$ cat config.mk
export PLATFORM = sky130hd
export DESIGN_NAME = rv32i_instruction_decoder_unit
export DESIGN_NICKNAME = d
export VERILOG_FILES = /design/src/hw/rtl/rv32id_pkg.sv /design/src/hw/rtl/rv32id_decode.sv /design/src/hw/rtl/rv32i_instruction_decoder_unit.sv
export SDC_FILE = /design/constraint.sdc
export NUM_CORES = 1
export LEC_CHECK = 0
export BUFFER_PORTS_ARGS = -buffer_cell sky130_fd_sc_hd__buf_4
export CORE_ASPECT_RATIO = 0.6
export CORE_UTILIZATION = 48
export CTS_CLUSTER_SIZE = 14
export DETAILED_ROUTE_END_ITERATION = 10
export PLACE_DENSITY_LB_ADDON = 0.25
export SYNTH_ARGS = -nofsm -noshare
export SYNTH_HDL_FRONTEND = slang
export SYNTH_SLANG_ARGS = --single-unit
export TNS_END_PERCENT = 100
$ cat constraint.sdc
create_clock -name clk_i -period 2.29 [get_ports clk_i]
set_input_delay 0.1145 -clock clk_i [delete_from_list [all_inputs] [get_ports clk_i]]
set_output_delay 0.1145 -clock clk_i [all_outputs]
set_load 0.02 [all_outputs]
$ cat src/hw/rtl/rv32id_pkg.sv
// ----------------------------------------------------------------------------
// RV32I decoder package
// Shared types, opcode and function-field constants and the operation codes
// used by the instruction decoder.
// ----------------------------------------------------------------------------
`default_nettype none

package rv32id_pkg;

  localparam int unsigned InstrW    = 32;
  localparam int unsigned RegIdxW   = 5;
  localparam int unsigned OperW     = 6;
  localparam int unsigned OutTdataW = 56;

  // Major opcodes.
  localparam logic [6:0] OPC_R      = 7'b0110011;
  localparam logic [6:0] OPC_I      = 7'b0010011;
  localparam logic [6:0] OPC_LOAD   = 7'b0000011;
  localparam logic [6:0] OPC_STORE  = 7'b0100011;
  localparam logic [6:0] OPC_BRANCH = 7'b1100011;
  localparam logic [6:0] OPC_JAL    = 7'b1101111;
  localparam logic [6:0] OPC_JALR   = 7'b1100111;
  localparam logic [6:0] OPC_AUIPC  = 7'b0010111;
  localparam logic [6:0] OPC_LUI    = 7'b0110111;

  // funct7 values.
  localparam logic [6:0] F7_BASE = 7'b0000000;
  localparam logic [6:0] F7_ALT  = 7'b0100000;

  // funct3 values for the ALU formats.
  localparam logic [2:0] F3_ADD_SUB = 3'd0;
  localparam logic [2:0] F3_SLL     = 3'd1;
  localparam logic [2:0] F3_SLT     = 3'd2;
  localparam logic [2:0] F3_SLTU    = 3'd3;
  localparam logic [2:0] F3_XOR     = 3'd4;
  localparam logic [2:0] F3_SHR     = 3'd5;
  localparam logic [2:0] F3_OR      = 3'd6;
  localparam logic [2:0] F3_AND     = 3'd7;

  // funct3 values for loads and stores.
  localparam logic [2:0] F3_BYTE  = 3'd0;
  localparam logic [2:0] F3_HALF  = 3'd1;
  localparam logic [2:0] F3_WORD  = 3'd2;
  localparam logic [2:0] F3_BYTEU = 3'd4;
  localparam logic [2:0] F3_HALFU = 3'd5;

  // funct3 values for branches.
  localparam logic [2:0] F3_BEQ  = 3'd0;
  localparam logic [2:0] F3_BNE  = 3'd1;
  localparam logic [2:0] F3_BLT  = 3'd4;
  localparam logic [2:0] F3_BGE  = 3'd5;
  localparam logic [2:0] F3_BLTU = 3'd6;
  localparam logic [2:0] F3_BGEU = 3'd7;

  // funct3 value for jalr.
  localparam logic [2:0] F3_JALR = 3'd0;

  typedef enum logic [OperW-1:0] {
    OP_ADD   = 6'd0,
    OP_SUB   = 6'd1,
    OP_SLL   = 6'd2,
    OP_SLT   = 6'd3,
    OP_SLTU  = 6'd4,
    OP_XOR   = 6'd5,
    OP_SRL   = 6'd6,
    OP_SRA   = 6'd7,
    OP_OR    = 6'd8,
    OP_AND   = 6'd9,
    OP_ADDI  = 6'd10,
    OP_SLTI  = 6'd11,
    OP_SLTIU = 6'd12,
    OP_XORI  = 6'd13,
    OP_ORI   = 6'd14,
    OP_ANDI  = 6'd15,
    OP_SLLI  = 6'd16,
    OP_SRLI  = 6'd17,
    OP_SRAI  = 6'd18,
    OP_LB    = 6'd19,
    OP_LH    = 6'd20,
    OP_LW    = 6'd21,
    OP_LBU   = 6'd22,
    OP_LHU   = 6'd23,
    OP_SB    = 6'd24,
    OP_SH    = 6'd25,
    OP_SW    = 6'd26,
    OP_BEQ   = 6'd27,
    OP_BNE   = 6'd28,
    OP_BLT   = 6'd29,
    OP_BGE   = 6'd30,
    OP_BLTU  = 6'd31,
    OP_BGEU  = 6'd32,
    OP_JAL   = 6'd33,
    OP_JALR  = 6'd34,
    OP_AUIPC = 6'd35,
    OP_LUI   = 6'd36
  } oper_e;

  typedef struct packed {
    oper_e              operation;
    logic [RegIdxW-1:0] dest_reg;
    logic [RegIdxW-1:0] src1_reg;
    logic [RegIdxW-1:0] src2_reg;
    logic signed [31:0] immediate;
    logic               illegal;
  } dec_result_t;

endpackage

`default_nettype wire

$ cat src/hw/rtl/rv32id_decode.sv
// ----------------------------------------------------------------------------
// RV32I decode logic
// Combinational decode of one instruction word into operation code, register
// numbers, immediate and illegal flag.
// ----------------------------------------------------------------------------
`default_nettype none

module rv32id_decode (
  input  wire logic [rv32id_pkg::InstrW-1:0] instr_i,
  output rv32id_pkg::dec_result_t            result_o
);

  logic [6:0]  opc;
  logic [4:0]  rd;
  logic [2:0]  f3;
  logic [4:0]  rs1;
  logic [4:0]  rs2;
  logic [6:0]  f7;
  logic [31:0] imm_i;
  logic [31:0] imm_s;
  logic [31:0] imm_b;
  logic [31:0] imm_j;
  logic [31:0] imm_u;
  logic [31:0] imm_sh;

  rv32id_pkg::oper_e op;
  logic              legal;
  logic [4:0]        d;
  logic [4:0]        s1;
  logic [4:0]        s2;
  logic [31:0]       imm;

  assign opc = instr_i[6:0];
  assign rd  = instr_i[11:7];
  assign f3  = instr_i[14:12];
  assign rs1 = instr_i[19:15];
  assign rs2 = instr_i[24:20];
  assign f7  = instr_i[31:25];

  assign imm_i  = {{20{instr_i[31]}}, instr_i[31:20]};
  assign imm_s  = {{20{instr_i[31]}}, instr_i[31:25], instr_i[11:7]};
  assign imm_b  = {{19{instr_i[31]}}, instr_i[31], instr_i[7], instr_i[30:25],
                   instr_i[11:8], 1'b0};
  assign imm_j  = {{11{instr_i[31]}}, instr_i[31], instr_i[19:12], instr_i[20],
                   instr_i[30:21], 1'b0};
  assign imm_u  = {instr_i[31:12], 12'b0};
  assign imm_sh = {27'b0, instr_i[24:20]};

  always_comb begin
    op    = rv32id_pkg::OP_ADD;
    legal = 1'b0;
    d     = '0;
    s1    = '0;
    s2    = '0;
    imm   = '0;
    case (opc)
      rv32id_pkg::OPC_R: begin
        d  = rd;
        s1 = rs1;
        s2 = rs2;
        if (f7 == rv32id_pkg::F7_BASE) begin
          legal = 1'b1;
          case (f3)
            rv32id_pkg::F3_ADD_SUB: op = rv32id_pkg::OP_ADD;
            rv32id_pkg::F3_SLL:     op = rv32id_pkg::OP_SLL;
            rv32id_pkg::F3_SLT:     op = rv32id_pkg::OP_SLT;
            rv32id_pkg::F3_SLTU:    op = rv32id_pkg::OP_SLTU;
            rv32id_pkg::F3_XOR:     op = rv32id_pkg::OP_XOR;
            rv32id_pkg::F3_SHR:     op = rv32id_pkg::OP_SRL;
            rv32id_pkg::F3_OR:      op = rv32id_pkg::OP_OR;
            default:                op = rv32id_pkg::OP_AND;
          endcase
        end else if (f7 == rv32id_pkg::F7_ALT && f3 == rv32id_pkg::F3_ADD_SUB) begin
          legal = 1'b1;
          op    = rv32id_pkg::OP_SUB;
        end else if (f7 == rv32id_pkg::F7_ALT && f3 == rv32id_pkg::F3_SHR) begin
          legal = 1'b1;
          op    = rv32id_pkg::OP_SRA;
        end
      end
      rv32id_pkg::OPC_I: begin
        d  = rd;
        s1 = rs1;
        case (f3)
          rv32id_pkg::F3_SLL: begin
            imm   = imm_sh;
            op    = rv32id_pkg::OP_SLLI;
            legal = (f7 == rv32id_pkg::F7_BASE);
          end
          rv32id_pkg::F3_SHR: begin
            imm   = imm_sh;
            op    = (f7 == rv32id_pkg::F7_ALT) ? rv32id_pkg::OP_SRAI : rv32id_pkg::OP_SRLI;
            legal = (f7 == rv32id_pkg::F7_BASE) || (f7 == rv32id_pkg::F7_ALT);
          end
          rv32id_pkg::F3_ADD_SUB: begin
            imm = imm_i; op = rv32id_pkg::OP_ADDI; legal = 1'b1;
          end
          rv32id_pkg::F3_SLT: begin
            imm = imm_i; op = rv32id_pkg::OP_SLTI; legal = 1'b1;
          end
          rv32id_pkg::F3_SLTU: begin
            imm = imm_i; op = rv32id_pkg::OP_SLTIU; legal = 1'b1;
          end
          rv32id_pkg::F3_XOR: begin
            imm = imm_i; op = rv32id_pkg::OP_XORI; legal = 1'b1;
          end
          rv32id_pkg::F3_OR: begin
            imm = imm_i; op = rv32id_pkg::OP_ORI; legal = 1'b1;
          end
          default: begin
            imm = imm_i; op = rv32id_pkg::OP_ANDI; legal = 1'b1;
          end
        endcase
      end
      rv32id_pkg::OPC_LOAD: begin
        d     = rd;
        s1    = rs1;
        imm   = imm_i;
        legal = 1'b1;
        case (f3)
          rv32id_pkg::F3_BYTE:  op = rv32id_pkg::OP_LB;
          rv32id_pkg::F3_HALF:  op = rv32id_pkg::OP_LH;
          rv32id_pkg::F3_WORD:  op = rv32id_pkg::OP_LW;
          rv32id_pkg::F3_BYTEU: op = rv32id_pkg::OP_LBU;
          rv32id_pkg::F3_HALFU: op = rv32id_pkg::OP_LHU;
          default:              legal = 1'b0;
        endcase
      end
      rv32id_pkg::OPC_STORE: begin
        s1    = rs1;
        s2    = rs2;
        imm   = imm_s;
        legal = 1'b1;
        case (f3)
          rv32id_pkg::F3_BYTE: op = rv32id_pkg::OP_SB;
          rv32id_pkg::F3_HALF: op = rv32id_pkg::OP_SH;
          rv32id_pkg::F3_WORD: op = rv32id_pkg::OP_SW;
          default:             legal = 1'b0;
        endcase
      end
      rv32id_pkg::OPC_BRANCH: begin
        s1    = rs1;
        s2    = rs2;
        imm   = imm_b;
        legal = 1'b1;
        case (f3)
          rv32id_pkg::F3_BEQ:  op = rv32id_pkg::OP_BEQ;
          rv32id_pkg::F3_BNE:  op = rv32id_pkg::OP_BNE;
          rv32id_pkg::F3_BLT:  op = rv32id_pkg::OP_BLT;
          rv32id_pkg::F3_BGE:  op = rv32id_pkg::OP_BGE;
          rv32id_pkg::F3_BLTU: op = rv32id_pkg::OP_BLTU;
          rv32id_pkg::F3_BGEU: op = rv32id_pkg::OP_BGEU;
          default:             legal = 1'b0;
        endcase
      end
      rv32id_pkg::OPC_JAL: begin
        d     = rd;
        imm   = imm_j;
        op    = rv32id_pkg::OP_JAL;
        legal = 1'b1;
      end
      rv32id_pkg::OPC_JALR: begin
        d     = rd;
        s1    = rs1;
        imm   = imm_i;
        op    = rv32id_pkg::OP_JALR;
        legal = (f3 == rv32id_pkg::F3_JALR);
      end
      rv32id_pkg::OPC_AUIPC: begin
        d     = rd;
        imm   = imm_u;
        op    = rv32id_pkg::OP_AUIPC;
        legal = 1'b1;
      end
      rv32id_pkg::OPC_LUI: begin
        d     = rd;
        imm   = imm_u;
        op    = rv32id_pkg::OP_LUI;
        legal = 1'b1;
      end
      default: begin
        legal = 1'b0;
      end
    endcase
  end

  // An illegal word reports all fields as zero, except the illegal flag, which is set.
  always_comb begin
    if (legal) begin
      result_o.operation = op;
      result_o.dest_reg  = d;
      result_o.src1_reg  = s1;
      result_o.src2_reg  = s2;
      result_o.immediate = imm;
      result_o.illegal   = 1'b0;
    end else begin
      result_o.operation = rv32id_pkg::OP_ADD;
      result_o.dest_reg  = '0;
      result_o.src1_reg  = '0;
      result_o.src2_reg  = '0;
      result_o.immediate = '0;
      result_o.illegal   = 1'b1;
    end
  end

endmodule

`default_nettype wire

$ cat src/hw/rtl/rv32i_instruction_decoder_unit.sv
// ----------------------------------------------------------------------------
// Pipeline: an input transaction is captured in the input register, decoded
// combinationally and held in the result register until the output takes it.
// Throughput: one instruction per cycle while the output is not stalled, set by
// the input and result registers around the combinational decode logic.
// Reset: asynchronous active-low reset empties both pipeline registers.
// ----------------------------------------------------------------------------
// RV32I instruction decoder unit
// Registered stream wrapper around the combinational RV32I decode logic.
// ----------------------------------------------------------------------------
`default_nettype none

module rv32i_instruction_decoder_unit (
  input  wire logic                                clk_i,
  input  wire logic                                rst_ni,
  // tdata: instruction_word[31:0]
  input  wire logic [rv32id_pkg::InstrW-1:0]       s_axis_tdata,
  input  wire logic                                s_axis_tvalid,
  output      logic                                s_axis_tready,
  // tdata: operation[5:0], dest_reg[10:6], src1_reg[15:11], src2_reg[20:16],
  //        immediate[52:21], zero pad[55:53]
  output      logic [rv32id_pkg::OutTdataW-1:0]    m_axis_tdata,
  // tuser: illegal[0]
  output      logic                                m_axis_tuser,
  output      logic                                m_axis_tvalid,
  input  wire logic                                m_axis_tready
);

  logic                            in_valid_q;
  logic                            in_valid_d;
  logic [rv32id_pkg::InstrW-1:0]   in_word_q;
  logic                            out_valid_q;
  logic                            out_valid_d;
  rv32id_pkg::dec_result_t         res_q;
  rv32id_pkg::dec_result_t         dec_res;
  logic                            out_free;
  logic                            advance;
  logic                            in_take;

  assign out_free      = !out_valid_q || m_axis_tready;
  assign advance       = in_valid_q && out_free;
  assign s_axis_tready = !in_valid_q || out_free;
  assign in_take       = s_axis_tvalid && s_axis_tready;

  assign in_valid_d  = in_take || (in_valid_q && !advance);
  assign out_valid_d = advance || (out_valid_q && !m_axis_tready);

  rv32id_decode u_decode (
    .instr_i  (in_word_q),
    .result_o (dec_res)
  );

  always_ff @(posedge clk_i or negedge rst_ni) begin
    if (!rst_ni) begin
      in_valid_q  <= 1'b0;
      out_valid_q <= 1'b0;
    end else begin
      in_valid_q  <= in_valid_d;
      out_valid_q <= out_valid_d;
    end
  end

  always_ff @(posedge clk_i) begin
    if (in_take) begin
      in_word_q <= s_axis_tdata;
    end
    if (advance) begin
      res_q <= dec_res;
    end
  end

  assign m_axis_tvalid = out_valid_q;
  assign m_axis_tuser  = res_q.illegal;
  assign m_axis_tdata  = {3'b000, res_q.immediate, res_q.src2_reg, res_q.src1_reg,
                          res_q.dest_reg, res_q.operation};

endmodule

`default_nettype wire
==> results.md <==
* Status: completed
* Fill count at 596
* Num ports at 95
* Final Hold Viols at 0
* Slowest stage delay, CP at 0.55 ns
* Routed Antenna Nets at 0
* Total gr overflow at 0
* TritonRoute pass-1 iters at 5
* Post-synth EDFFs at 86
* RePlAce Congestion at 0.941
* Initial DRC count at 311
* Total track usage at about 24%
* Synth warn at 0
* Async S/R FF share, synth at ~2.3%
* Largest net degree at the start of global routing at 45
* Top_reg_cell synth: edfxtp_1
* Antenna Diode Count at 0
* Vias at 3250
* Clock Sinks at 88
* Count of state elements after synthesis at 88
* Register area share after synthesis at between 60 and 70%
* CTS tree: built
* Vias in the first global route at 3012
* Mapped Cells at 342
* Worst-Margin Slew at 0.585 ns
* Layout cells sized above 1 at 32.0%
* Cell Chain, Critical Path: or3b_1 -> a21oi_1 -> buf_4 -> nand3b_1 -> nand2_1 -> nor2_1
* Period utilisation layout at between 90% and 100%
* Worst EP arrival at 2.40 ns
* Placed Cells at 541
* P_leak at 2.10 nW
* First-pass GRT wire length at 15800 um
* Core Region at approximately 8000 um2
* Netlist cell types at 55
* Setup_tns at 0 ns
* Clock insertion delay at the later pin of the skew report at 0.34 ns
* Worst setup SP type: flip-flop
* CP max FO at 13
* Max-cap check violation count at 0
* Relative slew slack at 60.7%
* Final wirelength at about 10000 um
* Reg clk slew, reported paths at 0.06 ns
* Clk_skew at 0.00640 ns
* Synth Area per Inst at 11.9 um2
* RSZ-0062 raised after global routing: no
* Wire per inst at 17.2 um
* Area leader, netlist: edfxtp_1
* H-Tree Depth at 3
* Met2 Wirelength at 4550 um
* Vias per inst at 5.45
* Crit path time final at 2.20 ns
* Cell Area, Synth at 4080 um2
* Total CTS buffers at 9
* Clock Tree Buf Depth at 2
* Post-synth top area share at 63.4%
* Final setup fails at 0
* Slew Viols, Final at 0
* Die Span Y at between 70 and 80 um
* Final non-filler cell total at 596
* DRC at 0
* Worst vdd ir at 0.000474 V
* Initial antenna violation count at 0
* Met1 WL at ~4800 um
* Power Density at 687 nW/um2
* Nets at between 500 and 600
* Root Buffer: clkbuf_16
* Wire length on met3 at roughly 860 um
* Worst hold path class: in2reg
* Crit-path slowest cell: edfxtp_1
* Worst Setup End Kind: flip-flop
* Buffers added on ports at a little over 90
* Area growth from synthesis to layout at 38.2%
* Die width at 121 um
* WS Path Type: reg2reg
* Initial Utilization at between 50 and 60%
* FMAX at about 460 MHz
* CP required at 2.49 ns
* Top post-synthesis cells by area: edfxtp_1, nand2_1, nor2_1
* Die footprint at a little under 9000 um2
* Top layer reached by signal wires: met4
* Row cnt at 25
* Detailed placement HPWL at between 6000 and 7000 um
[placed cells by master, fill, tap and decap left out, types with 3 or more instances in the layout]
master and instances:
conb_1 3, inv_1 5, a21oi_2 10, buf_4 119
clkbuf_16 9, nor2_1 39, and2_1 3, nor3b_1 3
nand3_1 6, clkinv_2 3, a22oi_1 6, nand3b_1 6
nor3_1 4, a31oi_1 4, edfxtp_1 86, nand2b_1 7
nor4_1 4, buf_12 3, a21oi_1 21, dlygate4sd3_1 34
nand2_1 54, o21ai_0 7
[cell usage after synthesis, types with 3 or more instances]
master / n
nand2b_1: 7
buf_6: 5
a21oi_1: 21
a31oi_1: 4
nor3_1: 4
inv_1: 5
buf_2: 10
nor4_1: 4
a22oi_1: 6
buf_4: 5
a21oi_2: 10
edfxtp_1: 86
nand3b_1: 6
nand2_1: 54
nor2_1: 39
and2_1: 4
nand3_1: 6
clkbuf_1: 4
o21ai_0: 7
nor3b_1: 3
[path summary, 6_finish.rpt]
check / start / end / slack, ns / depth (start not counted)
max: in_word_q[6] / m_axis_tdata[10] / 0.09 / 6
min: m_axis_tready / m_axis_tvalid / 0.06 / 3
max reg2reg: in_word_q[6] / m_axis_tdata[10] / 0.09 / 6
min reg2reg: in_valid_q / m_axis_tvalid / 0.50 / 1
max in group asynchronous: rst_ni / m_axis_tvalid / 2.11 / 2
min in group asynchronous: rst_ni / in_valid_q / 0.09 / 2
[cells by family after synthesis]
logic type,count (synthesis),synth area share [%]
compound gates,70,12.2
simple gates,148,17.8
flops,88,64.6
buf+inv,32,4.70
xor+xnor,3,0.645
other cells,1,0.0920
[repair_timing]
action,4_1_cts,5_1_grt
setup buffers,0,6
setup endpoints to repair,0,35
hold endpoints to repair,35,0
gates resized for setup,0,1
hold buffers,34,0
[final cells by class]
| cell class | instances | area [um2] | area share, % |
|---|---|---|---|
| clock buffers | 9 | 225 | 4.00 |
| clock inverters | 6 | 61.3 | 1.09 |
| inverters | 5 | 18.8 | 0.333 |
| multi-input cells | 224 | 1270 | 22.5 |
| flip-flops and latches | 88 | 2630 | 46.7 |
| well taps | 108 | 135 | 2.40 |
| repair buffers | 156 | 1290 | 23.0 |
[report_power, final]
part	internal, W	switching [W]
sequential	0.00188	0.0000661
combinational	0.000234	0.000274
clock	0.000834	0.000581
total	0.00295	0.000920
[metal layers]
metal | vias to the layer above | global-route usage [%]
met5 | - | 0
li1 | 1535 | -
met1 | 1538 | 35.5
met3 | 7 | 6.13
met4 | 0 | 6.72
met2 | 170 | 36.2
[critical path: cells and delay by family, from the launching register on]
kind / cells / cell delay [ns]
and+or+nand+nor: 4 / 0.89
buffers and inverters: 1 / 0.26
DFF: 1 / 0.55
AOI/OAI and AO/OA: 1 / 0.35
[state kept, by name, indices dropped and copies added, names as in the netlist]
name	cells
m_axis_tdata	53
m_axis_tvalid	1
in_valid_q	1
m_axis_tuser	1
in_word_q	32
[stage by stage]
step	hold slack, ns	util (%)	setup slack [ns]	area, um2	total power, W
after detailed placement	-0.102	61.6	0.118	4950	0.00242
after floorplan	-0.181	-	0.0130	4080	0.00221
after global placement	-0.102	61.6	0.130	4950	0.00242
final	0.0649	70.1	0.0933	5630	0.00387
after CTS	0.0574	69.4	0.0815	5580	0.00388
after global routing	0.0840	70.1	0.0184	5630	0.00400
No activity file was read; power rests on OpenSTA's default activity.
